**src/rtl/frame_header_checker_top_defines.svh**
```systemverilog
// Assertion helpers shared by the checker's RTL files.
`ifndef FRAME_HEADER_CHECKER_TOP_DEFINES_SVH
`define FRAME_HEADER_CHECKER_TOP_DEFINES_SVH

// Same-cycle implication, disabled while in reset.
`define FHC_ASSERT_NOW(label, clk, rst, ante, cons, msg) \
  label: assert property (@(posedge clk) disable iff (rst) (ante) |-> (cons)) \
    else $error(msg);

// Next-cycle implication, disabled while in reset.
`define FHC_ASSERT_NEXT(label, clk, rst, ante, cons, msg) \
  label: assert property (@(posedge clk) disable iff (rst) (ante) |=> (cons)) \
    else $error(msg);

`endif

```
**src/rtl/fhc_pkg.sv**
```systemverilog
`default_nettype none

package fhc_pkg;

  // Header layout, byte offsets.
  localparam logic [5:0] POS_VERSION = 6'd4;
  localparam logic [5:0] POS_TYPE    = 6'd6;
  localparam logic [5:0] POS_FLAGS   = 6'd8;
  localparam logic [5:0] POS_LENGTH  = 6'd12;
  localparam logic [5:0] POS_SEQ     = 6'd16;
  localparam logic [5:0] POS_CORR    = 6'd24;
  localparam logic [5:0] POS_PCRC    = 6'd32;
  localparam logic [5:0] POS_HCRC    = 6'd36;
  localparam logic [5:0] POS_LAST    = 6'd39;

  localparam logic [31:0] CRC_POLY = 32'h82F6_3B78;

  // Register map, word index (paddr[4:2]).
  localparam logic [2:0] REG_MAGIC    = 3'd0;
  localparam logic [2:0] REG_VERSION  = 3'd1;
  localparam logic [2:0] REG_TYPES    = 3'd2;
  localparam logic [2:0] REG_CEILING  = 3'd3;
  localparam logic [2:0] REG_LIMIT    = 3'd4;

  localparam logic [31:0] RST_MAGIC   = 32'h0000_0000;
  localparam logic [15:0] RST_VERSION = 16'd1;
  localparam logic [15:0] RST_TYPES   = 16'd46;
  localparam logic [31:0] RST_CEILING = 32'h0100_0000;
  localparam logic [31:0] RST_LIMIT   = 32'h0100_0000;

  localparam int TDATA_W = 216;

  typedef enum logic [3:0] {
    VERDICT_OK      = 4'd0,
    VERDICT_TRUNC   = 4'd1,
    VERDICT_MAGIC   = 4'd2,
    VERDICT_VERSION = 4'd3,
    VERDICT_TYPE    = 4'd4,
    VERDICT_HCRC    = 4'd5,
    VERDICT_CEILING = 4'd6,
    VERDICT_LIMIT   = 4'd7,
    VERDICT_FLAGS   = 4'd8
  } verdict_t;

  typedef struct packed {
    logic [31:0] magic_word;
    logic [15:0] expected_version;
    logic [15:0] type_count;
    logic [31:0] absolute_ceiling;
    logic [31:0] negotiated_limit;
  } cfg_t;

  // One finished (or cut-short) header, handed from front to back.
  typedef struct packed {
    logic        truncated;
    logic        magic_ok;
    logic        crc_ok;
    logic        flags_nz;
    logic [15:0] version;
    logic [15:0] msg_type;
    logic [31:0] length;
    logic [63:0] sequence_num;
    logic [63:0] correlation;
    logic [31:0] payload_crc;
  } hdr_rec_t;

  // Reflected CRC-32C, one byte.
  function automatic logic [31:0] crc32c_byte(input logic [31:0] crc_in,
                                              input logic [7:0]  b);
    logic [31:0] c;
    c = crc_in ^ {24'd0, b};
    for (int k = 0; k < 8; k++) begin
      c = c[0] ? ((c >> 1) ^ CRC_POLY) : (c >> 1);
    end
    return c;
  endfunction

endpackage

`default_nettype wire

```
**src/rtl/frame_header_checker_top.sv**
```systemverilog
`default_nettype none

// Channel   Dir  Handshake          Payload
// s_*       in   s_tvalid/s_tready  s_tdata[7:0] data_byte, s_tlast end_of_span
// m_*       out  m_tvalid/m_tready  m_tdata verdict, type, length, seq, corr, crc
// APB       in   psel/penable       paddr, pwdata, prdata; pready tied high
//
// One header byte per cycle is accepted while the record queue is not full;
// the bytewise CRC-32C update in the front sets that figure. After its last
// byte, a verdict beat passes a queue slot, then the output register. Input
// stalls only when the record queue is full, i.e. once QUEUE_DEPTH + 1 verdicts
// (queue plus output register) wait on m_tready. Reset is synchronous, clears
// all control state and restores register defaults; no memory sweep is needed.

module frame_header_checker_top
  import fhc_pkg::*;
#(
  parameter int QUEUE_DEPTH = 2  // header records between front and back, 2..16
) (
  input  wire logic                clk,
  input  wire logic                rst,
  // header byte stream
  input  wire logic                s_tvalid,
  output logic                     s_tready,
  input  wire logic [7:0]          s_tdata,   // [7:0] data_byte
  input  wire logic                s_tlast,   // end_of_span
  // verdict stream
  output logic                     m_tvalid,
  input  wire logic                m_tready,
  output logic       [TDATA_W-1:0] m_tdata,   // [3:0] verdict, [19:4] message_type,
                                              // [51:20] body length in bytes,
                                              // [115:52] sequence_number,
                                              // [179:116] correlation_id,
                                              // [211:180] payload_checksum,
                                              // [215:212] zero
  // register port
  input  wire logic                psel,
  input  wire logic                penable,
  input  wire logic                pwrite,
  input  wire logic [4:0]          paddr,
  input  wire logic [31:0]         pwdata,
  output logic      [31:0]         prdata,
  output logic                     pready
);

  cfg_t     cfg;
  hdr_rec_t push_rec;
  hdr_rec_t head_rec;
  logic     push;
  logic     pop;
  logic     q_full;
  logic     q_valid;

  assign pready = 1'b1;

  // Static settings; user must write only while no header is in flight; unchecked.
  fhc_regs u_regs (
    .clk     (clk),
    .rst     (rst),
    .psel    (psel),
    .penable (penable),
    .pwrite  (pwrite),
    .paddr   (paddr),
    .pwdata  (pwdata),
    .prdata  (prdata),
    .cfg     (cfg)
  );

  // Front: byte position, CRC, field capture. Emits one record per header,
  // either complete at byte 40 or marked truncated on an early tlast.
  fhc_front u_front (
    .clk        (clk),
    .rst        (rst),
    .in_valid   (s_tvalid),
    .in_byte    (s_tdata),
    .in_last    (s_tlast),
    .q_full     (q_full),
    .magic_word (cfg.magic_word),
    .in_ready   (s_tready),
    .push       (push),
    .rec        (push_rec)
  );

  // Decouples byte intake from verdict back-pressure.
  fhc_queue #(
    .DEPTH (QUEUE_DEPTH)
  ) u_queue (
    .clk       (clk),
    .rst       (rst),
    .push      (push),
    .push_rec  (push_rec),
    .pop       (pop),
    .full      (q_full),
    .not_empty (q_valid),
    .head      (head_rec)
  );

  // Back: priority checks against the settings, then the output register.
  fhc_back u_back (
    .clk      (clk),
    .rst      (rst),
    .cfg      (cfg),
    .q_valid  (q_valid),
    .q_rec    (head_rec),
    .pop      (pop),
    .m_tvalid (m_tvalid),
    .m_tready (m_tready),
    .m_tdata  (m_tdata)
  );

endmodule

`default_nettype wire

```
**src/rtl/fhc_regs.sv**
```systemverilog
`default_nettype none

module fhc_regs
  import fhc_pkg::*;
(
  input  wire logic        clk,
  input  wire logic        rst,
  input  wire logic        psel,
  input  wire logic        penable,
  input  wire logic        pwrite,
  input  wire logic [4:0]  paddr,
  input  wire logic [31:0] pwdata,
  output logic      [31:0] prdata,
  output cfg_t             cfg
);

  logic wr_en;
  assign wr_en = psel && penable && pwrite;

  always_ff @(posedge clk) begin
    if (rst) begin
      cfg.magic_word       <= RST_MAGIC;
      cfg.expected_version <= RST_VERSION;
      cfg.type_count       <= RST_TYPES;
      cfg.absolute_ceiling <= RST_CEILING;
      cfg.negotiated_limit <= RST_LIMIT;
    end else if (wr_en) begin
      case (paddr[4:2])
        REG_MAGIC:   cfg.magic_word       <= pwdata;
        REG_VERSION: cfg.expected_version <= pwdata[15:0];
        REG_TYPES:   cfg.type_count       <= pwdata[15:0];
        REG_CEILING: cfg.absolute_ceiling <= pwdata;
        REG_LIMIT:   cfg.negotiated_limit <= pwdata;
        default: ;
      endcase
    end
  end

  always_comb begin
    case (paddr[4:2])
      REG_MAGIC:   prdata = cfg.magic_word;
      REG_VERSION: prdata = {16'd0, cfg.expected_version};
      REG_TYPES:   prdata = {16'd0, cfg.type_count};
      REG_CEILING: prdata = cfg.absolute_ceiling;
      REG_LIMIT:   prdata = cfg.negotiated_limit;
      default:     prdata = 32'd0;
    endcase
  end

endmodule

`default_nettype wire

```
**src/rtl/fhc_front.sv**
```systemverilog
`default_nettype none

module fhc_front
  import fhc_pkg::*;
(
  input  wire logic       clk,
  input  wire logic       rst,
  input  wire logic       in_valid,
  input  wire logic [7:0] in_byte,
  input  wire logic       in_last,
  input  wire logic       q_full,
  input  wire logic [31:0] magic_word,
  output logic            in_ready,
  output logic            push,
  output hdr_rec_t        rec
);

  `include "frame_header_checker_top_defines.svh"

  logic [5:0]  pos;
  logic [31:0] crc;
  logic        magic_ok;
  logic        flags_nz;
  logic        given;

  logic [15:0] version;
  logic [15:0] msg_type;
  logic [31:0] length;
  logic [63:0] sequence_num;
  logic [63:0] correlation;
  logic [31:0] payload_crc;
  logic [23:0] hdr_crc;

  logic accept;
  logic at_end;

  assign in_ready = !q_full;
  assign accept   = in_valid && in_ready;
  assign at_end   = (pos == POS_LAST);
  assign push     = accept && !given && (at_end || in_last);

  always_comb begin
    rec.truncated    = !at_end;
    rec.magic_ok     = magic_ok;
    rec.crc_ok       = ((crc ^ 32'hFFFF_FFFF) == {in_byte, hdr_crc});
    rec.flags_nz     = flags_nz;
    rec.version      = version;
    rec.msg_type     = msg_type;
    rec.length       = length;
    rec.sequence_num = sequence_num;
    rec.correlation  = correlation;
    rec.payload_crc  = payload_crc;
  end

  // Control state: position, running CRC, sticky flags.
  always_ff @(posedge clk) begin
    if (rst) begin
      pos      <= '0;
      crc      <= 32'hFFFF_FFFF;
      magic_ok <= 1'b1;
      flags_nz <= 1'b0;
      given    <= 1'b0;
    end else if (accept) begin
      if (in_last) begin
        // end of span: re-arm for the next header
        pos      <= '0;
        crc      <= 32'hFFFF_FFFF;
        magic_ok <= 1'b1;
        flags_nz <= 1'b0;
        given    <= 1'b0;
      end else if (!given) begin
        if (pos < POS_HCRC) crc <= crc32c_byte(crc, in_byte);
        if (pos < POS_VERSION && in_byte != magic_word[{pos[1:0], 3'b000} +: 8])
          magic_ok <= 1'b0;
        if (pos >= POS_FLAGS && pos < POS_LENGTH && in_byte != 8'd0)
          flags_nz <= 1'b1;
        if (at_end) given <= 1'b1;
        else        pos   <= pos + 6'd1;
      end
    end
  end

  // Field capture; lanes written at most once a header, no clearing.
  always_ff @(posedge clk) begin
    if (accept && !given) begin
      if (pos >= POS_VERSION && pos < POS_TYPE)
        version[{pos[0], 3'b000} +: 8] <= in_byte;
      if (pos >= POS_TYPE && pos < POS_FLAGS)
        msg_type[{pos[0], 3'b000} +: 8] <= in_byte;
      if (pos >= POS_LENGTH && pos < POS_SEQ)
        length[{pos[1:0], 3'b000} +: 8] <= in_byte;
      if (pos >= POS_SEQ && pos < POS_CORR)
        sequence_num[{pos[2:0], 3'b000} +: 8] <= in_byte;
      if (pos >= POS_CORR && pos < POS_PCRC)
        correlation[{pos[2:0], 3'b000} +: 8] <= in_byte;
      if (pos >= POS_PCRC && pos < POS_HCRC)
        payload_crc[{pos[1:0], 3'b000} +: 8] <= in_byte;
      if (pos >= POS_HCRC && pos < POS_LAST)
        hdr_crc[{pos[1:0], 3'b000} +: 8] <= in_byte;
    end
  end

  `FHC_ASSERT_NOW(a_given_at_end, clk, rst, given, pos == POS_LAST,
                  "verdict flag set away from the last header byte")

endmodule

`default_nettype wire

```
**src/rtl/fhc_queue.sv**
```systemverilog
`default_nettype none

module fhc_queue
  import fhc_pkg::*;
#(
  parameter int DEPTH = 2
) (
  input  wire logic     clk,
  input  wire logic     rst,
  input  wire logic     push,
  input  wire hdr_rec_t push_rec,
  input  wire logic     pop,
  output logic          full,
  output logic          not_empty,
  output hdr_rec_t      head
);

  `include "frame_header_checker_top_defines.svh"

  localparam int PTR_W = $clog2(DEPTH);
  localparam int CNT_W = $clog2(DEPTH + 1);
  localparam logic [PTR_W-1:0] PTR_TOP = PTR_W'(DEPTH - 1);
  localparam logic [PTR_W-1:0] PTR_ONE = PTR_W'(1);
  localparam logic [CNT_W-1:0] CNT_TOP = CNT_W'(DEPTH);
  localparam logic [CNT_W-1:0] CNT_ONE = CNT_W'(1);

  hdr_rec_t         slots [DEPTH];
  logic [PTR_W-1:0] wr_ptr;
  logic [PTR_W-1:0] rd_ptr;
  logic [CNT_W-1:0] count;

  assign full      = (count == CNT_TOP);
  assign not_empty = (count != '0);
  assign head      = slots[rd_ptr];

  always_ff @(posedge clk) begin
    if (rst) begin
      wr_ptr <= '0;
      rd_ptr <= '0;
      count  <= '0;
    end else begin
      if (push) wr_ptr <= (wr_ptr == PTR_TOP) ? '0 : wr_ptr + PTR_ONE;
      if (pop)  rd_ptr <= (rd_ptr == PTR_TOP) ? '0 : rd_ptr + PTR_ONE;
      if (push && !pop)      count <= count + CNT_ONE;
      else if (pop && !push) count <= count - CNT_ONE;
    end
  end

  always_ff @(posedge clk) begin
    if (push) slots[wr_ptr] <= push_rec;
  end

  `FHC_ASSERT_NOW(a_no_push_full, clk, rst, push, !full,
                  "header record pushed into a full queue")
  `FHC_ASSERT_NOW(a_no_pop_empty, clk, rst, pop, not_empty,
                  "header record popped from an empty queue")

endmodule

`default_nettype wire

```
**src/rtl/fhc_back.sv**
```systemverilog
`default_nettype none

module fhc_back
  import fhc_pkg::*;
(
  input  wire logic                clk,
  input  wire logic                rst,
  input  wire cfg_t                cfg,
  input  wire logic                q_valid,
  input  wire hdr_rec_t            q_rec,
  output logic                     pop,
  output logic                     m_tvalid,
  input  wire logic                m_tready,
  output logic       [TDATA_W-1:0] m_tdata
);

  `include "frame_header_checker_top_defines.svh"

  verdict_t     verdict;
  logic [211:0] beat;

  assign pop = q_valid && (!m_tvalid || m_tready);

  // Checks in priority order.
  always_comb begin
    if (q_rec.truncated)                                verdict = VERDICT_TRUNC;
    else if (!q_rec.magic_ok)                           verdict = VERDICT_MAGIC;
    else if (q_rec.version != cfg.expected_version)     verdict = VERDICT_VERSION;
    else if (q_rec.msg_type == 16'd0 || q_rec.msg_type >= cfg.type_count)
                                                        verdict = VERDICT_TYPE;
    else if (!q_rec.crc_ok)                             verdict = VERDICT_HCRC;
    else if (q_rec.length > cfg.absolute_ceiling)       verdict = VERDICT_CEILING;
    else if (q_rec.length > cfg.negotiated_limit)       verdict = VERDICT_LIMIT;
    else if (q_rec.flags_nz)                            verdict = VERDICT_FLAGS;
    else                                                verdict = VERDICT_OK;
  end

  always_comb begin
    if (verdict == VERDICT_OK) begin
      beat = {q_rec.payload_crc, q_rec.correlation, q_rec.sequence_num,
              q_rec.length, q_rec.msg_type, verdict};
    end else begin
      beat = {208'd0, verdict};
    end
  end

  always_ff @(posedge clk) begin
    if (rst) begin
      m_tvalid <= 1'b0;
    end else if (pop) begin
      m_tvalid <= 1'b1;
    end else if (m_tready) begin
      m_tvalid <= 1'b0;
    end
  end

  always_ff @(posedge clk) begin
    if (pop) m_tdata <= {4'd0, beat};
  end

  `FHC_ASSERT_NEXT(a_pop_to_out, clk, rst, pop, m_tvalid,
                   "popped record did not reach the output register")
  `FHC_ASSERT_NOW(a_fail_zero, clk, rst,
                  m_tvalid && (m_tdata[3:0] != VERDICT_OK),
                  m_tdata[TDATA_W-1:4] == '0,
                  "failed verdict carries nonzero fields")

endmodule

`default_nettype wire
```
**config.mk**
```make
export PLATFORM = sky130hd
export DESIGN_NAME = frame_header_checker_top
export DESIGN_NICKNAME = d
export VERILOG_FILES = /design/src/rtl/fhc_pkg.sv /design/src/rtl/frame_header_checker_top.sv /design/src/rtl/fhc_regs.sv /design/src/rtl/fhc_front.sv /design/src/rtl/fhc_queue.sv /design/src/rtl/fhc_back.sv
export VERILOG_INCLUDE_DIRS = /design/src /design/src/rtl
export SDC_FILE = /design/constraint.sdc
export NUM_CORES = 1
export LEC_CHECK = 0
export BUFFER_PORTS_ARGS = -buffer_cell sky130_fd_sc_hd__buf_4
export CAP_MARGIN = 20
export CORE_ASPECT_RATIO = 1.1
export CORE_MARGIN = 2
export CORE_UTILIZATION = 45
export CTS_CLUSTER_DIAMETER = 100
export DETAILED_ROUTE_END_ITERATION = 10
export SYNTH_ARGS = -nofsm -noshare
export SYNTH_HDL_FRONTEND = slang
export SYNTH_HIERARCHICAL = 1
export SYNTH_SLANG_ARGS = --single-unit
```
**constraint.sdc**
```tcl
create_clock -name clk -period 27.2 [get_ports clk]
set_input_delay 5.44 -clock clk [delete_from_list [all_inputs] [get_ports clk]]
set_output_delay 5.44 -clock clk [all_outputs]
set_load 0.005 [all_outputs]
```
=== After elaboration in Yosys (flattened, before gate mapping) ===
Memory sizes are Yosys's and may differ from the RTL's. A register that Yosys moved wholly into a read port is not among the register bits.
Cells that the tools add are included.

* Flip-flop bits (word level): 634
* Latch bits: 0
* RAM bits: 456
* Memory bits (read-only): 0
* Output and inout bits: 251
* Memories: 1

{| class="wikitable"
|+ Memory list
! name !! depth !! bits a word !! read ports !! clocked after memory_dff !! wr ports !! line !! source
|-
| u_queue.slots || 2 || 228 || 1 || 1 || 1 || fhc_queue.sv:27 || <nowiki>hdr_rec_t slots [DEPTH];</nowiki>
|}

* Add/sub/neg operators: 8
* Multipliers: 0
* Divide/modulo/power cells: 0
* Order comparisons: 20
* Equal/unequal tests: 11
* Shift operators: 9
* Multiplexer cells: 49
* Bitwise operators: 10
* Reduce and logical (&&, ||, !) cells: 53

{| class="wikitable"
|+ Operators with widths
! cell !! number
|-
| two-way mux 32 bit || 11
|-
| one-hot mux 32 bit (5 select lines) || 1
|-
| inverter 16 -> 17 bit || 8
|-
| bitwise mux 64 bit || 2
|-
| bitwise mux 32 bit || 2
|-
| > comparator 32 bit || 2
|-
| variable shift 8 x 8 -> 64 bit, first input constant || 1
|-
| indexed part select 8 x 8 -> 64 bit || 1
|-
| bitwise mux 16 bit || 2
|-
| == test 32 bit || 1
|-
| two-way mux 4 bit || 8
|-
| inverter 32 bit || 1
|-
| variable shift 8 x 7 -> 32 bit, first input constant || 1
|-
| indexed part select 32 x 6 -> 8 bit || 1
|-
| indexed part select 8 x 7 -> 32 bit || 1
|-
| bitwise XOR 32 x 8 -> 32 bit || 1
|-
| bitwise mux 24 bit || 1
|-
| AND reduction 2 bit || 12
|-
| variable shift 8 x 7 -> 24 bit, first input constant || 1
|-
| indexed part select 8 x 7 -> 24 bit || 1
|-
| logical AND 1 bit || 18
|-
| < comparator 6 bit, second input constant || 3
|-
| two-way mux 6 bit || 3
|-
| two-way mux 1 bit || 17
|-
| other kinds (34) || 60
|}

=== Longest topological paths before layout ===
Gate-level depths: netlist (run 1).

* Depth after elaboration: 20
* Mapped depth: 15

=== Hierarchy ===
The synthesis (run 1) kept the hierarchy.

{| class="wikitable"
|+ Modules (own cells, without submodules)
! module !! times used !! cells an instance !! area an instance (um2) !! seq. area each (um2)
|-
| fhc_queue || 1 || 731 || 16,746.1 || 13,793.2
|-
| fhc_front || 1 || 783 || 11,843.9 || 8,267.9
|-
| fhc_back || 1 || 798 || 11,061.9 || 6,386.1
|-
| fhc_regs || 1 || 643 || 6,055.8 || 2,562.5
|-
| frame_header_checker_top || 1 || 2 || 11.3 || 0.0
|}

=== Least setup slack after synthesis (run 1) ===
Ideal clock, no wire load.

* Kind: in2reg
* Start point: in m_tready
* End point: reg u_queue.count[1]
* Arrival time: 22.636 ns
* Required time: 27.130 ns
* Path slack: 4.495 ns
* Cell stages on the path: 6
* Buffers on the path: 0
* Cells stage by stage: inv_1 a21boi_0 inv_1 ha_1 or3_1 a21oi_1

* Longest elaborated chain between the ends: 5
* Elaborated cells between the ends (all ways): 7
* Those cells by class: mux (1); reduce/logical (6)

{| class="wikitable"
|+ Ends and longest elaborated chain
! item !! line !! source
|-
| start: declaration || frame_header_checker_top.sv:29 || <nowiki>input wire logic m_tready,</nowiki>
|-
| logical OR 1 bit (*) || fhc_back.sv:22 || <nowiki>assign pop = q_valid && (!m_tvalid || m_tready);</nowiki>
|-
| logical AND 1 bit (*) || fhc_back.sv:22 ||
|-
| net pop || frame_header_checker_top.sv:50 || <nowiki>logic pop;</nowiki>
|-
| zero test 1 bit || fhc_queue.sv:44 || <nowiki>if (push && !pop) count <= count + CNT_ONE;</nowiki>
|-
| logical AND 1 bit || fhc_queue.sv:44 ||
|-
| two-way mux 2 bit or nonzero test 2 bit (tied branches) || -- ||
|-
| end signal: assignment || fhc_queue.sv:44 ||
|-
| end signal: assignment || fhc_queue.sv:45 || <nowiki>else if (pop && !push) count <= count - CNT_ONE;</nowiki>
|-
| end: declaration || fhc_queue.sv:30 || <nowiki>logic [CNT_W-1:0] count;</nowiki>
|}

The timed path passes the listed nets; every way through them passes the cells marked *.
A chain may end at the register's enable or synchronous reset.

=== Worst setup path after layout (run 1) ===
* Start point: in paddr[4]
* End point: out prdata[5]

* Longest elaborated chain between the ends: 2
* Elaborated cells between the ends (all ways): 6
* Those cells by class: eq/ne (4); mux (1); reduce/logical (1)

{| class="wikitable"
|+ Ends and longest elaborated chain
! item !! line !! source
|-
| start: declaration || frame_header_checker_top.sv:40 || <nowiki>input wire logic [4:0] paddr,</nowiki>
|-
| == test 3 bit, or another cell as far along || fhc_regs.sv:40 || <nowiki>case (paddr[4:2])</nowiki>
|-
| one-hot mux 32 bit (5 select lines) (*) || fhc_regs.sv:40 ||
|-
| end: declaration || frame_header_checker_top.sv:42 || <nowiki>output logic [31:0] prdata,</nowiki>
|}

Mark *: on every way between the ends. The rest lies on a longest branch, timed or not.

==> metrics.txt, run 1 <==
global-route wire length before repair 170000 microns; Final HPWL DP 79400 microns; setup slack after layout 14.13 ns; Die Y-Extent 338 microns; setup_tns 0 ns; Tmin final 13.07 ns; Worst Setup Path Type in -> out; clock-pin slew of the registers on the worst-case setup and hold paths 0.06 ns; Max rail drop VDD 200 uV; Clock Tree Buf Depth 3; R2R depth 11; Synth Cell Area 45700 sq um; Critical-path top delay cell nor2b_1; Final Instance Area 52600 sq um; Hold Vio Cnt, Final 0; number of sinks handled by clock tree synthesis 1091; average detailed-routed wire length per instance 25.1 microns; residual overflow from global routing 0; routability congestion estimate 0.869; Hold Path Origin u_front/correlation[41]$_DFFE_PP_; R2R Setup Slk 21.03 ns; launching element type of the critical path input port; number of buffers inserted by hold repair at cts 0; post-layout power 4.74 mW; area of the core 101000 sq um; initial standard-cell utilization of the core 45.4%; root buf cell clkbuf_16; layout overhead on the synthesized area 15.0%; Critical Path RT 21.76 ns; Clock Skew 0.0354 ns; highest clock frequency the design can meet 76.5 MHz; endpoint of the worst-slack reg-to-reg timing path u_back/m_tdata[109]$_SDFFCE_PP0P_; Max Transition Viols Final 0; pin count of the biggest net entering global routing 175; buffers inserted by post-CTS timing repair 0; number of register bits inferred by synthesis 1091; number of placed cells counting well taps 4414; warnings from Yosys 6; prevailing post-synth register cell edfxtp_1; sort of element at the end of the critical path output pin; count of distinct cell types in the synthesized netlist 72; Hold Crit Class reg -> reg; Post-Synthesis Mean Instance Area 15.5 sq um; arrival time at the worst endpoint 7.63 ns; total power density per cell area 90.1 nW/um^2; vias post-DR 25.4k; post-place instance area 48900 sq um; number of input and output port buffers inserted 296; largest stage delay on the critical path 0.93 ns; count of flip-flops with a built-in enable after synthesis 916; number of detailed-routing iterations run before antenna repair 7; number of setup violations in the final report 0; run status complete, no violations; tightest slew margin relative to the limit 22.1%; total clock buffers created by CTS 108; CP top delay family simple AND/OR/NAND/NOR gates; CTS HTree Levels 3; number of placement rows 122; Non-Filler Instances 4618; share of the yosys chip area belonging to registers 67.8%; Iteration-0 DRC Markers 2238; proportion of synthesized flip-flops having asynchronous set or reset 0%; crit path cell chain buf_4 -> nor2b_1 -> a22oi_1 -> o22ai_1 -> buf_4; post-detailed-route DRC marker count 0; number of nets with antenna violations after detailed routing 0; endpoint of the worst hold-timing path u_queue/slots[0][73]$_DFFE_PP_; setup slack after placement 13.90 ns; cell repeated most along the worst path buf_4; Vias per Instance 5.50; chip width 308 microns; count of buffer and inverter cells on the critical path 2; TritonCTS clock tree done; critical-path maximum fanout 37; transition time of the tightest slew-check pin 1.17 ns; overall routed net length 116000 microns; RSZ-0062 raised after global routing false; ratio of final minimum period to clock period 48.1%; count of boundary I/O pins 304; WHS Path Cells 0; total number of nets in the final design 3367; Die Outline Area 104000 sq um; final design utilization 52.2%; CTS resizes 0; Post-Syn Instances 2957; Filler Cell Count 8284; fraction of final layout cells sized beyond drive strength 1 26.9%; worst-skew pair later-pin latency 0.69 ns; number of global-route vias before repair 26.0k; final hold slack 0.437 ns; Lkg Pwr 18.0 nW; Max-Cap Viols 0; initial antenna violation count 3; GRT Total Usage 22.0%
[kinds of logic (layout without fill, tap and decap cells)]
logic type	count (synthesis)	in the layout	share of synthesized area, %
other cells	2	6	0.0164
mux	351	351	8.58
buf+inv	292	647	3.26
compound gates	289	289	4.08
simple gates	707	707	10.3
xor+xnor	136	136	3.47
fa+ha+maj	89	89	2.44
flops	1091	1091	67.8
[cells in the mapped netlist, types with 7 or more instances]
library cell	n	share of area (%)
clkbuf_1	93	0.76
xor2_1	14	0.27
o22ai_1	17	0.23
o2bb2ai_1	16	0.31
dfxtp_1	175	7.7
nand4_1	27	0.37
o21ai_0	65	0.71
nand2b_1	112	1.5
mux2_2	246	6.1
buf_2	29	0.32
nor3_1	25	0.27
xnor2_1	92	1.8
o21bai_1	15	0.25
buf_1	7	0.057
mux4_2	8	0.39
nor2b_1	23	0.31
a21oi_1	74	0.81
edfxtp_1	916	60
nand3_1	49	0.54
nand2_1	31	0.25
or2_2	8	0.11
buf_6	42	1.0
a21o_1	10	0.16
mux2i_1	97	2.1
ha_1	89	2.4
a22oi_1	37	0.61
and3_1	13	0.18
a2bb2oi_1	13	0.25
nor3b_2	101	2.8
buf_4	11	0.18
nor3b_1	107	1.8
nor2_1	137	1.1
xnor3_1	15	0.74
and2_1	30	0.41
inv_1	109	0.89
nor4_1	24	0.33
[worst max path at each step]
stage,from,slack [ns],cells past startpoint,to
after global routing,paddr[4],14.03,5,prdata[7]
after floorplan,m_tready,4.49,6,u_queue/count[1]$_SDFFE_PP0P_
after detailed placement,paddr[2],13.90,5,prdata[22]
final,paddr[4],14.13,5,prdata[5]
after CTS,paddr[2],13.90,5,prdata[22]
after global placement,paddr[2],13.92,5,prdata[19]
[sequential cells by signal, summed over array words and instances, names as in the netlist, named ones only]
register / cells
u_back/m_tdata: 212
u_back/m_tvalid: 1
u_front/correlation: 64
u_front/crc: 32
u_front/flags_nz: 1
u_front/given: 1
u_front/hdr_crc: 24
u_front/length: 32
u_front/magic_ok: 1
u_front/msg_type: 16
u_front/payload_crc: 32
u_front/pos: 6
u_front/sequence_num: 64
u_front/version: 16
u_queue/count: 2
u_queue/rd_ptr: 1
u_queue/slots: 456
u_queue/wr_ptr: 1
u_regs/cfg: 128
[placed cells by master, fill, tap and decap left out, drive strengths merged, types with 5 or more instances in the layout]
master   Yosys  final
a211oi       5      5
a21o        10     10
a21oi       74     74
a22oi       37     37
a2bb2oi     15     15
and2        30     30
and3        14     14
buf         89    336
bufinv       0     18
clkbuf      94    132
clkinv       0     42
conb         2      5
dfxtp      175    175
edfxtp     916    916
ha          89     89
inv        109    115
mux2       246    246
mux2i       97     97
mux4         8      8
nand2       31     31
nand2b     112    112
nand3       49     49
nand4       27     27
nor2       137    137
nor2b       23     23
nor3        25     25
nor3b      208    208
nor4        24     24
o211ai       5      5
o21ai       70     70
o21bai      15     15
o22ai       17     17
o2bb2ai     16     16
or2          9      9
xnor2      102    102
xnor3       18     18
xor2        15     15
[report_power, final]
| part | internal, mW | switching, mW | leakage (nW) |
|---|---|---|---|
| clock network | 0.910 | 0.630 | 1.79 |
| logic | 0.519 | 0.577 | 6.55 |
| registers | 2.02 | 0.0846 | 9.65 |
[cell type report]
cell class | count | area, sq um | share of cell area, %
clock inverters | 70 | 871 | 1.66
diodes | 1 | 2.50 | 0.00476
multi-input cells | 1577 | 13300 | 25.3
clock buffers | 130 | 2820 | 5.35
repair buffers | 338 | 2560 | 4.87
flip-flops and latches | 1091 | 31000 | 59.0
inverters | 109 | 409 | 0.778
well taps | 1302 | 1630 | 3.10
[routing by layer]
| layer | up-vias | part of all wire [%] | wire length, microns | track usage (%) |
|---|---|---|---|---|
| li1 | 11500 | - | - | - |
| met1 | 12800 | 42 | 49200 | 29.2 |
| met2 | 848 | 48 | 55300 | 35.7 |
| met3 | 212 | 5.9 | 6790 | 4.03 |
| met4 | 2 | 3.9 | 4510 | 8.69 |
| met5 | - | 0.0086 | 10 | 0 |
Power figures use the tool's default switching activity.
==> run 2, diff against run 1 <==
ABC_AREA = 1   (was not set)
clock period = 13.5 ns   (was 27.2 ns; I/O delays follow)
==> run 2 against run 1 <==
Effect of this change: register-to-register slack got worse by 14 ns; via count increased by 14%; wire length increased by 2.4%; sequential share of layout area decreased by 0.82 points; flip-flop and latch count unchanged; highest routed layer unchanged; critical endpoint is now prdata[16]; worst setup slack got worse by 8.0 ns; clock power increased by 98%; core utilization decreased by 0.17 points; critical path depth increased by 2; clock-buffer cell count increased by 12; die area increased by 1.8%; non-clock buffer count decreased by 8.
==> metrics.txt, run 2 <==
run status complete, no violations; flip-flop count of the largest register, all copies and words added 456; register area 31000 sq um; Comb power frac 24.2%; pin count of the biggest net entering global routing 149; launching element type of the critical path input port; total number of nets in the final design 4373; ratio of final minimum period to clock period 55.0%; post-detailed-route DRC marker count 0; Synth Cell Area 46600 sq um; overall routed net length 119000 microns; Max rail drop VDD 196 uV; share of the yosys chip area belonging to registers 66.6%; Die Y-Extent 341 microns; most frequent cells in the layout edfxtp_1 (916), nand2_1 (666), nor2_1 (550); area of the core 102000 sq um; Die Outline Area 106000 sq um; number of detailed-routing iterations run before antenna repair 5; leading area contributor after synthesis edfxtp_1; RSZ-0062 raised after global routing false; number of register bits inferred by synthesis 1091; number of sinks handled by clock tree synthesis 1091; number of placement rows 123; Post-Synthesis Mean Instance Area 11.8 sq um; internal power consumption 6.81 mW; Hold Path Origin u_front/sequence_num[19]$_DFFE_PP_; Max-Cap Viols 0; area taken by multi-input logic gates 12700 sq um; final design utilization 52.0%; Filler Cell Count 8961; sort of element at the end of the critical path output pin; average detailed-routed wire length per instance 20.8 microns; count of distinct cell types in the synthesized netlist 52; Clock Tree Buf Depth 3; Worst Setup Path Type in -> out; switching pwr 2.88 mW; arrival time at the worst endpoint 4.72 ns; CTS HTree Levels 3; residual overflow from global routing 0; register with the highest flop count u_queue/slots; highest clock frequency the design can meet 135 MHz; global-route wire length before repair 175000 microns; R2R Setup Slk 6.96 ns; Iteration-0 DRC Markers 3029; tightest slew margin relative to the limit 8.07%; WHS Path Cells 0; routability congestion estimate 0.918; endpoint of the worst-slack reg-to-reg timing path u_back/m_tdata[108]$_SDFFCE_PP0P_; fraction of final layout cells sized beyond drive strength 1 21.1%; initial antenna violation count 4; vias post-DR 28.9k; top-count cell post-synth edfxtp_1; clock share of power 31.5%; largest registers u_queue/slots x456, u_back/m_tdata x212, u_regs/cfg x128; chip width 311 microns; root buf cell clkbuf_16; total power density per cell area 182 nW/um^2; setup slack after layout 6.08 ns; CTS resizes 0; transition time of the tightest slew-check pin 1.38 ns; Critical-path top delay cell inv_2; cell types with the highest counts after synthesis edfxtp_1 (916), nand2_1 (666), nor2_1 (553), inv_1 (440), nand3_1 (256); number of nets with antenna violations after detailed routing 0; number of diodes 0; crit path cell chain buf_4 -> inv_2 -> nand3_4 -> inv_1 -> nand2_1 -> nand3_1 -> buf_4; number of input and output port buffers inserted 296; count of buffer and inverter cells on the critical path 4; Post-Syn Instances 3943; synth top area cells edfxtp_1 (59%), dfxtp_1 (7.5%), mux2_2 (5.5%), nand2_1 (5.4%), nor2_1 (4.5%); initial standard-cell utilization of the core 45.4%; count of flip-flops with a built-in enable after synthesis 916; largest stage delay on the critical path 0.61 ns; cell repeated most along the worst path buf_4; number of setup violations in the final report 0; R2R depth 18; endpoint of the worst hold-timing path u_queue/slots[1][115]$_DFFE_PP_; worst-skew pair later-pin latency 0.70 ns; area share of the largest cell type after synthesis 59.1%; number of buffers inserted by hold repair at cts 0; layout overhead on the synthesized area 14.6%; count of boundary I/O pins 304; warnings from Yosys 6; most common library cell in the layout ignoring fill and taps edfxtp_1; Critical Path RT 10.80 ns; setup_tns 0 ns; proportion of synthesized flip-flops having asynchronous set or reset 0%; setup slack after placement 6.11 ns; Vias per Instance 5.07; Clock Skew 0.0285 ns; Lkg Pwr 21.1 nW; share of total power in sequential cells 44.3%; Tmin final 7.42 ns; Net Sw Frac 29.7%; Max Transition Viols Final 0; CP top delay family buffers and inverters; Hold Crit Class reg -> reg; critical-path maximum fanout 37; TritonCTS clock tree done; Final HPWL DP 80500 microns; total clock buffers created by CTS 110; GRT Total Usage 22.0%; prevailing post-synth register cell edfxtp_1; number of global-route vias before repair 27.8k; clock-pin slew of the registers on the worst-case setup and hold paths 0.06 ns; buffers inserted by post-CTS timing repair 0; Hold Vio Cnt, Final 0
## run 2: cell types whose count changed in the layout (fill, tap and decap cells not counted), moves of 107 or more
cell,before,now
nand2_1,31,666
nor3b_1,107,0
nand3_1,48,256
nor2_1,136,550
nand2b_1,112,0
nor2_2,0,107
inv_1,109,438
## run 2: kinds of logic after synthesis
family	Yosys count	share of synthesized area, %
buf+inv	615	6.29
compound gates	121	1.45
fa+ha+maj	89	2.39
simple gates	1702	15.8
flops	1091	66.6
other cells	2	0.0161
mux	228	5.51
xor+xnor	95	1.90
## run 2: worst register-to-register path, cell delays in order, from the launching register on
cell and delay [ns]:
dfxtp_4 0.44, buf_4 0.73, buf_4 0.74, mux2_2 0.47, ha_1 0.30, a21oi_1 0.14
nor2_1 0.06, nor2_1 0.08, nand3_1 0.08, nand2_1 0.06, nand4_1 0.38, inv_1 0.20
nand3_1 0.20, nand3_1 0.14, nor2_2 0.06, nand3_4 0.31, buf_4 0.60, buf_4 0.92
nor2_1 0.29
## run 2: metrics by stage
step	instances	hold slack [ns]	area (sq um)	power, mW
after CTS	5701	0.433	53300	9.77
after global routing	5703	0.446	53300	10.1
after floorplan	3946	0.419	46600	5.95
after detailed placement	5492	0.429	49700	6.71
after global placement	5491	0.422	49600	6.68
final	5703	0.436	53300	9.68
## run 2: area by class of cell
type	count	share of cell area [%]
Tap cell	1375	3.23
Clock inverter	67	1.18
Timing Repair Buffer	330	4.73
Inverter	458	3.25
Clock buffer	142	5.66
Sequential cell	1091	58.1
Multi-Input combinational cell	2240	23.8
## run 2: layer usage
layer	vias to the layer above	share of wire (%)	GRT usage [%]
li1	13700	-	-
met1	14000	42	29.0
met2	984	49	37.1
met3	201	6.4	3.47
met4	6	3.2	7.85
met5	-	0.040	0
## run 2: how the worst max path moves through the flow
stage,startpoint,end,slack (ns),depth (start not counted)
after CTS,paddr[4],prdata[16],6.10,7
after global placement,paddr[4],prdata[16],6.11,7
after detailed placement,paddr[4],prdata[16],6.11,7
after floorplan,m_tready,u_queue/count[1]$_SDFFE_PP0P_,3.58,9
after global routing,paddr[4],prdata[24],6.01,7
final,paddr[4],prdata[16],6.08,7
## run 2: power by group through the flow
stage	sequential [mW]	combinational, mW	clock, mW
6_report	4.29	2.34	3.05
5_1_grt	4.33	2.57	3.25
4_1_cts	4.29	2.36	3.12
3_5_place_dp	4.36	2.35	0
3_3_place_gp	4.36	2.32	0
2_1_floorplan	4.43	1.51	0
